==> config.mk <==
export PLATFORM = sky130hd
export DESIGN_NAME = two_stage_inactivity_timer_core
export DESIGN_NICKNAME = d
export VERILOG_FILES = /design/src/hdl/itmr_pkg.sv /design/src/hdl/itmr_cfg.sv /design/src/hdl/itmr_core.sv /design/src/hdl/two_stage_inactivity_timer_core.sv
export SDC_FILE = /design/constraint.sdc
export NUM_CORES = 1
export LEC_CHECK = 0
export ABC_AREA = 1
export BUFFER_PORTS_ARGS = -buffer_cell sky130_fd_sc_hd__buf_4
export CAP_MARGIN = 30
export CORE_AREA = 2 2 145 147
export CTS_BUF_LIST = sky130_fd_sc_hd__clkbuf_4
export CTS_CLUSTER_DIAMETER = 200
export CTS_CLUSTER_SIZE = 20
export DETAILED_ROUTE_END_ITERATION = 16
export DIE_AREA = 0 0 147 149
export PLACE_DENSITY = 0.55
export SYNTH_ARGS = -nofsm -noshare
export SYNTH_HDL_FRONTEND = slang
export SYNTH_SLANG_ARGS = --single-unit
==> constraint.sdc <==
create_clock -name i_clk -period 3.1 [get_ports i_clk]
set_input_delay 0 -clock i_clk [delete_from_list [all_inputs] [get_ports i_clk]]
set_output_delay 0 -clock i_clk [all_outputs]
set_load 0.02 [all_outputs]
==> src/hdl/itmr_pkg.sv <==
// ----------------------------------------------------------------------------
// itmr_pkg
// Types and constants for the two-stage inactivity timer: event and action
// codes, register indexes and the packed payload structs.
// ----------------------------------------------------------------------------
`default_nettype none

package itmr_pkg;

    // Event codes carried in req_type.
    localparam logic [1:0] REQ_TICK     = 2'd0;
    localparam logic [1:0] REQ_ACTIVITY = 2'd1;
    localparam logic [1:0] REQ_UI       = 2'd2;

    // Action codes reported in a result.
    localparam logic [1:0] ACT_NONE     = 2'd0;
    localparam logic [1:0] ACT_DIM      = 2'd1;
    localparam logic [1:0] ACT_REBOOT   = 2'd2;
    localparam logic [1:0] ACT_POWEROFF = 2'd3;

    // Configuration register indexes.
    localparam int unsigned CFG_IDX_W = 3;
    localparam logic [CFG_IDX_W-1:0] CFG_IDLE_TIMEOUT   = 3'd0;
    localparam logic [CFG_IDX_W-1:0] CFG_SCREEN_TIMEOUT = 3'd1;
    localparam logic [CFG_IDX_W-1:0] CFG_MIN_OVERRIDE   = 3'd2;
    localparam logic [CFG_IDX_W-1:0] CFG_WARNING        = 3'd3;
    localparam logic [CFG_IDX_W-1:0] CFG_UNATTENDED     = 3'd4;

    localparam int unsigned CFG_DATA_W = 16;

    // A timeout of all ones disables the corresponding stage.
    localparam logic [15:0] NEVER_SECS = 16'hFFFF;

    localparam logic [15:0] RST_IDLE_TIMEOUT   = 16'd600;
    localparam logic [15:0] RST_SCREEN_TIMEOUT = 16'd60;
    localparam logic [15:0] RST_MIN_OVERRIDE   = 16'd0;
    localparam logic [7:0]  RST_WARNING        = 8'd10;

    typedef struct packed {
        logic [1:0] req_type;
        logic       usb_powered;
        logic       wallet_loaded;
    } t_in_item;

    typedef struct packed {
        logic [1:0] action;
        logic       screen_dark;
        logic       screen_woken;
        logic       warning_active;
        logic       idle_flag;
    } t_out_item;

    typedef struct packed {
        logic [15:0] idle_timeout_secs;
        logic [15:0] dark_timeout_secs;
        logic [15:0] min_override_secs;
        logic [7:0]  warning_secs;
        logic        unattended_mode;
    } t_cfg;

endpackage

`default_nettype wire

==> src/hdl/itmr_cfg.sv <==
// ----------------------------------------------------------------------------
// itmr_cfg
// Configuration register file. Writes are registered; indexes past the
// last register are accepted and ignored.
// ----------------------------------------------------------------------------
`default_nettype none

module itmr_cfg (
    input  wire logic                              i_clk,
    input  wire logic                              i_rst_n,
    input  wire logic                              i_wr_en,
    input  wire logic [itmr_pkg::CFG_IDX_W-1:0]    i_wr_index,
    input  wire logic [itmr_pkg::CFG_DATA_W-1:0]   i_wr_data,
    output itmr_pkg::t_cfg                         o_cfg
);
    import itmr_pkg::*;

    t_cfg r_cfg;

    always_ff @(posedge i_clk) begin
        if (!i_rst_n) begin
            r_cfg.idle_timeout_secs   <= RST_IDLE_TIMEOUT;
            r_cfg.dark_timeout_secs   <= RST_SCREEN_TIMEOUT;
            r_cfg.min_override_secs   <= RST_MIN_OVERRIDE;
            r_cfg.warning_secs        <= RST_WARNING;
            r_cfg.unattended_mode     <= 1'b0;
        end else if (i_wr_en) begin
            case (i_wr_index)
                CFG_IDLE_TIMEOUT:   r_cfg.idle_timeout_secs   <= i_wr_data;
                CFG_SCREEN_TIMEOUT: r_cfg.dark_timeout_secs   <= i_wr_data;
                CFG_MIN_OVERRIDE:   r_cfg.min_override_secs   <= i_wr_data;
                CFG_WARNING:        r_cfg.warning_secs        <= i_wr_data[7:0];
                CFG_UNATTENDED:     r_cfg.unattended_mode     <= i_wr_data[0];
                default: begin
                end
            endcase
        end
    end

    assign o_cfg = r_cfg;

endmodule

`default_nettype wire

==> src/hdl/itmr_core.sv <==
// ----------------------------------------------------------------------------
// itmr_core
// Timer state and its update logic. The result of an event is formed
// combinationally from the current state and the event; the state registers
// take their next values when the event is accepted.
// ----------------------------------------------------------------------------
`default_nettype none

module itmr_core #(
    parameter int unsigned TIME_WIDTH = 16
) (
    input  wire logic                i_clk,
    input  wire logic                i_rst_n,
    input  wire itmr_pkg::t_cfg      i_cfg,
    input  wire logic                i_fire,
    input  wire itmr_pkg::t_in_item  i_item,
    output itmr_pkg::t_out_item      o_res
);
    import itmr_pkg::*;

    // Compare width covers both the counters and the 16-bit timeouts.
    localparam int unsigned CMP_W = (TIME_WIDTH > 16) ? TIME_WIDTH : 16;

    logic [TIME_WIDTH-1:0] r_idle_elapsed, n_idle_elapsed;
    logic [TIME_WIDTH-1:0] r_ui_elapsed,   n_ui_elapsed;
    logic                  r_dark,         n_dark;
    logic                  r_idle,         n_idle;
    logic                  r_warn_on,      n_warn_on;
    logic [7:0]            r_warn_count,   n_warn_count;
    logic                  r_warn_poweroff, n_warn_poweroff;

    logic [TIME_WIDTH-1:0] idle_inc, ui_inc;
    logic [15:0]           idle_limit, screen_limit;
    logic                  idle_expired, screen_expired;
    logic [7:0]            count_dec;
    logic [1:0]            action;
    logic                  woken;
    logic                  skip_screen;

    assign idle_inc = (&r_idle_elapsed) ? r_idle_elapsed : r_idle_elapsed + 1'b1;
    assign ui_inc   = (&r_ui_elapsed)   ? r_ui_elapsed   : r_ui_elapsed + 1'b1;

    assign idle_limit = (i_cfg.idle_timeout_secs < i_cfg.min_override_secs)
                      ? i_cfg.min_override_secs : i_cfg.idle_timeout_secs;
    assign screen_limit = (i_cfg.dark_timeout_secs < i_cfg.min_override_secs)
                        ? i_cfg.min_override_secs : i_cfg.dark_timeout_secs;

    assign idle_expired = (idle_limit != NEVER_SECS)
                       && (CMP_W'(idle_inc) >= CMP_W'(idle_limit));
    // The disable check looks at the raw screen setting, not the limit.
    assign screen_expired = (i_cfg.dark_timeout_secs != NEVER_SECS)
                         && (CMP_W'(ui_inc) >= CMP_W'(screen_limit));

    assign count_dec = (r_warn_count != 8'd0) ? r_warn_count - 8'd1 : 8'd0;

    always_comb begin
        n_idle_elapsed  = r_idle_elapsed;
        n_ui_elapsed    = r_ui_elapsed;
        n_dark          = r_dark;
        n_idle          = r_idle;
        n_warn_on       = r_warn_on;
        n_warn_count    = r_warn_count;
        n_warn_poweroff = r_warn_poweroff;
        action          = ACT_NONE;
        woken           = 1'b0;
        skip_screen     = 1'b0;

        case (i_item.req_type) inside
            REQ_ACTIVITY, REQ_UI: begin
                n_idle         = 1'b0;
                n_idle_elapsed = '0;
                n_warn_on      = 1'b0;
                n_warn_count   = 8'd0;
                if (i_item.req_type == REQ_UI) begin
                    n_ui_elapsed = '0;
                    if (r_dark) begin
                        n_dark = 1'b0;
                        woken  = 1'b1;
                    end
                end
            end
            REQ_TICK: begin
                n_idle_elapsed = idle_inc;
                n_ui_elapsed   = ui_inc;
                if (r_warn_on) begin
                    skip_screen  = 1'b1;
                    n_warn_count = count_dec;
                    if (count_dec == 8'd0) begin
                        n_warn_on = 1'b0;
                        n_idle    = 1'b1;
                        if (i_cfg.unattended_mode) begin
                            n_dark = 1'b1;
                            action = r_dark ? ACT_NONE : ACT_DIM;
                        end else begin
                            // Reboot or power-off: the unit comes back dark and idle.
                            n_dark         = 1'b1;
                            n_idle_elapsed = '0;
                            n_ui_elapsed   = '0;
                            action = r_warn_poweroff ? ACT_POWEROFF : ACT_REBOOT;
                        end
                    end
                end else if (idle_expired) begin
                    if (i_item.usb_powered && !i_item.wallet_loaded) begin
                        n_idle = 1'b1;
                        n_dark = 1'b1;
                        action = r_dark ? ACT_NONE : ACT_DIM;
                    end else begin
                        n_warn_poweroff = !i_item.usb_powered;
                        n_warn_on       = 1'b1;
                        n_warn_count    = (i_cfg.warning_secs != 8'd0)
                                        ? i_cfg.warning_secs : 8'd1;
                        skip_screen     = 1'b1;
                    end
                end
                if (!skip_screen && screen_expired) begin
                    n_dark = 1'b1;
                end
            end
            default: begin
            end
        endcase
    end

    always_ff @(posedge i_clk) begin
        if (!i_rst_n) begin
            r_idle_elapsed  <= '0;
            r_ui_elapsed    <= '0;
            r_dark          <= 1'b0;
            r_idle          <= 1'b0;
            r_warn_on       <= 1'b0;
            r_warn_count    <= 8'd0;
            r_warn_poweroff <= 1'b0;
        end else if (i_fire) begin
            r_idle_elapsed  <= n_idle_elapsed;
            r_ui_elapsed    <= n_ui_elapsed;
            r_dark          <= n_dark;
            r_idle          <= n_idle;
            r_warn_on       <= n_warn_on;
            r_warn_count    <= n_warn_count;
            r_warn_poweroff <= n_warn_poweroff;
        end
    end

    assign o_res.action         = action;
    assign o_res.screen_dark    = n_dark;
    assign o_res.screen_woken   = woken;
    assign o_res.warning_active = n_warn_on;
    assign o_res.idle_flag      = n_idle;

endmodule

`default_nettype wire

==> src/hdl/two_stage_inactivity_timer_core.sv <==
// ----------------------------------------------------------------------------
// two_stage_inactivity_timer_core
// Inactivity timer with screen dimming and a cancelable reboot or power-off
// warning. One result per event, held in an output register.
//
//   Channel   Direction  Handshake                     Payload
//   in        input      i_in_valid / o_in_ready       i_in_data (t_in_item)
//   out       output     o_out_valid / i_out_ready     o_out_data (t_out_item)
//   cfg       input      i_cfg_valid / o_cfg_ready     i_cfg_index, i_cfg_data
//
// One event per cycle while the output is not stalled: the state update and
// the result come out of one level of compare and counter logic behind the
// state registers, and the result is registered, so o_out_valid rises in the
// cycle after the accept. The input is ready whenever the output register is
// empty or being drained. Synchronous active-low reset restores the register
// defaults and clears all timer state; configuration writes are always taken.
// ----------------------------------------------------------------------------
`default_nettype none

module two_stage_inactivity_timer_core #(
    parameter int unsigned TIME_WIDTH = 16
) (
    input  wire logic                            i_clk,
    input  wire logic                            i_rst_n,
    input  wire logic                            i_in_valid,
    output      logic                            o_in_ready,
    input  wire itmr_pkg::t_in_item              i_in_data,
    output      logic                            o_out_valid,
    input  wire logic                            i_out_ready,
    output itmr_pkg::t_out_item                  o_out_data,
    input  wire logic                            i_cfg_valid,
    output      logic                            o_cfg_ready,
    input  wire logic [itmr_pkg::CFG_IDX_W-1:0]  i_cfg_index,
    input  wire logic [itmr_pkg::CFG_DATA_W-1:0] i_cfg_data
);
    import itmr_pkg::*;

    t_cfg      cfg;
    t_out_item res;
    t_out_item r_out;
    logic      r_out_valid;
    logic      in_fire;

    assign o_cfg_ready = 1'b1;
    assign o_in_ready  = !r_out_valid || i_out_ready;
    assign in_fire     = i_in_valid && o_in_ready;

    itmr_cfg u_cfg (
        .i_clk      (i_clk),
        .i_rst_n    (i_rst_n),
        .i_wr_en    (i_cfg_valid),
        .i_wr_index (i_cfg_index),
        .i_wr_data  (i_cfg_data),
        .o_cfg      (cfg)
    );

    itmr_core #(
        .TIME_WIDTH (TIME_WIDTH)
    ) u_core (
        .i_clk   (i_clk),
        .i_rst_n (i_rst_n),
        .i_cfg   (cfg),
        .i_fire  (in_fire),
        .i_item  (i_in_data),
        .o_res   (res)
    );

    always_ff @(posedge i_clk) begin
        if (!i_rst_n) begin
            r_out_valid <= 1'b0;
        end else if (in_fire) begin
            r_out_valid <= 1'b1;
        end else if (i_out_ready) begin
            r_out_valid <= 1'b0;
        end
    end

    always_ff @(posedge i_clk) begin
        if (in_fire) begin
            r_out <= res;
        end
    end

    assign o_out_valid = r_out_valid;
    assign o_out_data  = r_out;

endmodule

`default_nettype wire

== Word-level counts from Yosys, hierarchy flattened ==
Index checks and enable logic that the tools add are counted.
Storage, ports and cells
  word-level logic and storage cells: 126
  input bits: 28
  register bits after elaboration: 108
Cells by class
  $add $sub $neg: 3
  mux-type cells: 55
  bitwise operators: 4
  equal/unequal tests: 10
  reductions and logical operators: 32
  order comparisons: 4
Operators with widths (number)
  $mux 16: 15
  $mux 8: 7
  $add 16x1->16 const B: 2
  $ge 16x16->1: 2
  $lt 16x16->1: 2
  $ne 16x16->1 const B: 2
  $reduce_and 16->1: 2
  $mux 1: 28
  $reduce_bool 8->1: 2
  $reduce_and 2->1: 7
  $mux 2: 5
  $logic_not 8->1: 1
  $sub 8x1->8 const B: 1
  $eq 3x2->1 const B: 2
  $reduce_and 6->1: 1
  $logic_and 1x1->1: 5
  $logic_not 1->1: 4
  $not 1->1: 4
  $reduce_and 4->1: 1
  $reduce_bool 2->1: 2
  $eq 3x1->1 const B: 1
  $eq 3x3->1 const B: 1
  $logic_not 3->1: 1
  $ne 3x2->1 const B: 1
  9 further kinds: 9

== Longest topological paths before layout ==
  depth after elaboration: 13
  depth in mapped cells: 28
  mapped depth without buffers: 27

== By module ==
A second synthesis with hierarchy kept.
Second synthesis, totals
  cell total of the unflattened synthesis: 1155
  area, all modules: 7528.5 sq um
Modules (own cells, without submodules)
  itmr_core: area each 4967.3 sq um, instances 1, cells each 809
  itmr_cfg: area each 2318.5 sq um, instances 1, cells each 331
  two_stage_inactivity_timer_core: area each 242.7 sq um, instances 1, cells each 15

== Worst setup path after synthesis ==
Ideal clock, no wire load.
  path kind: register to register
  from: register u_cfg.r_cfg, in the netlist u_cfg.o_cfg[10]
  to: register r_out, in the netlist o_out_data[3] (data pin)
  data arrival time: 2826 ps
  slack: 12 ps
  path buffers: 1
  stages on the path, launching flop included: 23
  clock period less this slack: 3088 ps
  cells stage by stage: dfxtp_1 > inv_1 > ha_1 > o21a_1 > o211ai_1 > nand2_1 > nand4_1 > o211ai_1 > a21oi_1 > o221ai_1 > clkbuf_1 > nor2_1 > a21oi_1 > ha_1 > a21oi_1 > o21a_1 > o221ai_1 > nand2_1 > nand3_1 > o311ai_0 > inv_1 > nand3_1 > nand3_1
Between the ends
  longest elaborated chain between the ends: 13
  elaborated cells on any way between the ends: 20
  classes of those cells: order compare (4); eq/ne (1); mux (11); reduce/logical (4)
Ends and longest elaborated chain
  start: declaration: RTL line itmr_cfg.sv:18  | t_cfg r_cfg;
  $lt 16x16->1: RTL line itmr_core.sv:43  | assign idle_limit = (i_cfg.idle_timeout_secs < i_cfg.min_override_secs)
  $mux 16: RTL line itmr_core.sv:44  | ? i_cfg.min_override_secs : i_cfg.idle_timeout_secs;
  $ge 16x16->1 / $ne 16x16->1 (equally long branches): RTL line itmr_core.sv:49, itmr_core.sv:48
  $logic_and 1x1->1: RTL line itmr_core.sv:49  | && (CMP_W'(idle_inc) >= CMP_W'(idle_limit));
  $mux 1: RTL line itmr_core.sv:102  | end else if (idle_expired) begin
  $mux 1: RTL line itmr_core.sv:85  | if (r_warn_on) begin
  $mux 1 (2 in a row): RTL line itmr_core.sv:68  | case (i_item.req_type) inside
  $logic_not 1->1: RTL line itmr_core.sv:115  | if (!skip_screen && screen_expired) begin
  $logic_and 1x1->1: RTL line itmr_core.sv:115
  $mux 1 (*): RTL line itmr_core.sv:115
  $mux 1 (*) (2 in a row): RTL line itmr_core.sv:68
  via u_core.n_dark: RTL line itmr_core.sv:26  | logic r_dark, n_dark;
  end signal: assignment: RTL line two_stage_inactivity_timer_core.sv:80  | r_out <= res;
  end: declaration: RTL line two_stage_inactivity_timer_core.sv:40  | t_out_item r_out;
The timed path passes the listed nets; every way through them passes the cells marked *. The select of a mux whose other input is x is not followed.
A chain may end at the register's enable or synchronous reset.

== Worst setup path after layout ==
  from: register u_cfg.r_cfg, in the netlist u_cfg.o_cfg[26]
  to: register u_core.r_dark
Between the ends
  longest elaborated chain between the ends: 8
  elaborated cells on any way between the ends: 9
  classes of those cells: order compare (2); eq/ne (1); mux (4); reduce/logical (2)
Ends and longest elaborated chain
  $lt 16x16->1: RTL line itmr_core.sv:45  | assign screen_limit = (i_cfg.dark_timeout_secs < i_cfg.min_override_secs)
  $mux 16: RTL line itmr_core.sv:46  | ? i_cfg.min_override_secs : i_cfg.dark_timeout_secs;
  $ge 16x16->1: RTL line itmr_core.sv:52  | && (CMP_W'(ui_inc) >= CMP_W'(screen_limit));
  $logic_and 1x1->1 (*): RTL line itmr_core.sv:52
  $logic_and 1x1->1 (*): RTL line itmr_core.sv:115
  $mux 1 (*): RTL line itmr_core.sv:115
  $mux 1 (*) (2 in a row): RTL line itmr_core.sv:68
  end signal: assignment: RTL line itmr_core.sv:136  | r_dark <= n_dark;
  end: declaration: RTL line itmr_core.sv:26
Every way passes the cells marked *; elsewhere a longest branch is shown, timed or not.

==> flow_metrics.tcl <==
set metrics [dict create \
    outcome "complete, but fails checks" \
    violations "negative setup slack" \
    ioPinCount 37 \
    yosysTopAreaCell "dfxtp_1" \
    cp-start-kind "register" \
    die-area_um2 21900 \
    drt_iter0_markers 420 \
    crit_required_ns 3.54 \
    grt_pass1_wl_um 35130 \
    netlist_area_um2 6962 \
    cts_max_path_buffers 2 \
    leakage_nw 4.194 \
    place.gp.congestion 0.8360 \
    setup_viol 13 \
    tritoncts "built" \
    detailroute.via_count 7244 \
    post-route-cell-area_um2 10040 \
    syn_to_final_growth_pct 44.21 \
    fill_cells 2064 \
    antenna_left 0 \
    track_usage_pct 19.76 \
    cts_buffers 9 \
    whs_ns 0.01792 \
    core_area_um2 20560 \
    ys_warn_count 0 \
    grt_pass1_vias 7066 \
    wire_per_inst_um 14.34 \
    fin_nets 1301 \
    cp-end-kind "register" \
    ys_seq_area_share_pct 31.92 \
    cts-root-buf "clkbuf_4" \
    ys_types 45 \
    fp-row-count 53 \
    die_h_um 149 \
    routed_wl_um 21280 \
    worst-setup-path-type "reg2reg" \
    synthArstFlopShare_pct 0 \
    synth_edf_count 6 \
    drive_above_1_share_pct 31.13 \
    netlist_instances 1007 \
    p_total_mw 3.808 \
    tightest_slew_ns 0.9688 \
    clkSinkCount 108 \
    cts.htree.levels 3 \
    ir_drop_uv 202.6 \
    cp.arrival_ns 3.93 \
    drv_cap 0 \
    syn-num-nets 1105 \
    maxSlewViolCount 0 \
    start_util_pct 33.86 \
    hold_viol_final 0 \
    post-synth-top-count-cell "nand2_1" \
    synth_area_per_cell_um2 6.913 \
    placed_area_um2 8351 \
    tns_ns -1.473 \
    dieWidth_um 147 \
    stdcell_count 1484 \
    grt-ovfl-total 0 \
    fin_worst_skew_ns 0.01707 \
    io_buffer_count 35 \
    post-route-period-util_pct 112.7 \
    dp_hpwl_um 14740 \
    clk_latency_ns 0.52 \
    antenna_found_initial 1 \
    worst-path-max-fanout 8 \
    synth_area_leaders "dfxtp_1 29%, ha_1 13%, nand2_1 12%, a21oi_1 9.7%, inv_1 7.1%" \
    netlist_top_cells_count "215 x nand2_1, 135 x a21oi_1, 132 x inv_1" \
    synth_top_area_share_pct 29.33 \
    min_path_type "in2reg" \
    grt_max_degree 66 \
    rsz0062_at_grt "true" \
    via_per_inst 4.881 \
    dp_cells 1407 \
    fin_ws_ns -0.3942 \
    clkSlewWorstSetupHoldPaths_ns 0.18 \
    ys_ff_latch 108 \
    p_per_area_nw_per_um2 379.3 \
    fmax_mhz 286.2 \
    drc 0 \
    dr.pass1.iters 5 \
    max-slew-margin-rel_pct 35.41 \
    synth_top_flop_cell "dfxtp_1" \
    period_minus_slack_ns 3.494 \
]
==> routing by layer <==
layer	track usage (%)	vias to the layer above	wire length, um
met4	7.404	0	504
li1	-	3759	-
met1	26.51	3341	10150
met3	2.569	29	644
met2	32.63	115	9979
met5	0	-	0
==> registers in the layout, indices dropped and copies added, names as in the netlist <==
signal                  flops
o_out_data                  6
u_core.r_warn_poweroff      1
u_core.r_warn_count         8
u_cfg.o_cfg                57
u_core.r_dark               1
u_core.r_idle_elapsed      16
u_core.r_warn_on            1
u_core.r_idle               1
u_core.r_ui_elapsed        16
o_out_valid                 1
==> per-stage QoR <==
stage                     setup WS [ns]  utilization, %
after detailed placement        -0.5038           40.62
after global placement          -0.4470           40.62
after CTS                       -0.2540           46.03
after floorplan                 0.01210               -
final                           -0.3942           48.84
after global routing            -0.5368           48.84
==> final timing paths <==
kind	start	endpoint	slack [ns]	cells after the start
setup / recovery	u_cfg.o_cfg[26]	u_core.r_dark	-0.39	22
setup reg to reg	u_cfg.o_cfg[26]	u_core.r_dark	-0.39	22
hold / removal	i_cfg_index[0]	u_cfg.o_cfg[28]	0.02	6
hold reg to reg	u_cfg.o_cfg[1]	u_cfg.o_cfg[1]	0.48	2
==> final cells by class <==
cell class / count / area (um^2) / area share (%)
Inverter: 137 / 516.7 / 5.147
Multi-Input combinational cell: 731 / 4950 / 49.30
Antenna cell: 1 / 2.502 / 0.02493
Sequential cell: 108 / 2238 / 22.30
Timing Repair Buffer: 216 / 1846 / 18.38
Tap cell: 275 / 344.1 / 3.427
Clock buffer: 9 / 67.56 / 0.6730
Clock inverter: 7 / 75.07 / 0.7478
==> placed cells by master (no fill, tap or decap), drive strengths merged, types with 2 or more instances in the layout <==
cell type      n
nand2        224
buf          176
inv          140
a21oi        138
dfxtp        102
o21ai         82
nor2          73
ha            70
nand3         44
dlygate4sd3   38
nor3          24
nand4         18
clkbuf        11
xor2          10
o211ai         7
nor4           7
xnor2          7
o22ai          6
edfxtp         6
a31oi          4
or2            3
o221ai         3
clkinv         3
o21a           2
==> kinds of logic after synthesis <==
kind of cell    count (synthesis)  share of synthesized area (%)
simple gates                  392                          24.37
other cells                     1                        0.05387
buf+inv                       170                          9.687
fa+ha+maj                      70                          12.58
compound gates                249                          19.25
flops                         108                          31.92
xor+xnor                       17                          2.139
==> what timing repair did <==
action | CTS | global route
setup endpoints to repair | 16 | 16
hold buffers | 38 | 0
buffers inserted | 9 | 9
cloned | 5 | 0
hold endpoints to repair | 69 | 0
pin swaps | 22 | 39
resized for setup | 119 | 106
==> power breakdown <==
part           internal (mW)  switching (mW)
combinational          0.673           0.870
clock                  0.253           0.534
sequential              1.45          0.0294
total                   2.37            1.43
==> critical path, stage by stage (launching register included) <==
cell and delay, ns:
dfxtp_2 0.38, ha_4 0.23, o21a_1 0.11, o211ai_1 0.18
nand2_1 0.09, nand4_1 0.07, o211ai_1 0.13, a21oi_2 0.23
o221ai_4 0.21, buf_12 0.21, buf_6 0.12, o21ai_4 0.18
ha_4 0.23, a21oi_2 0.14, o21ai_2 0.07, a21oi_2 0.19
nand3_1 0.12, o311ai_2 0.09, inv_1 0.13, nand3_2 0.09
nand4_1 0.09, nand2_1 0.09, inv_1 0.04
Note: power is estimated with default switching activity, not from simulation.
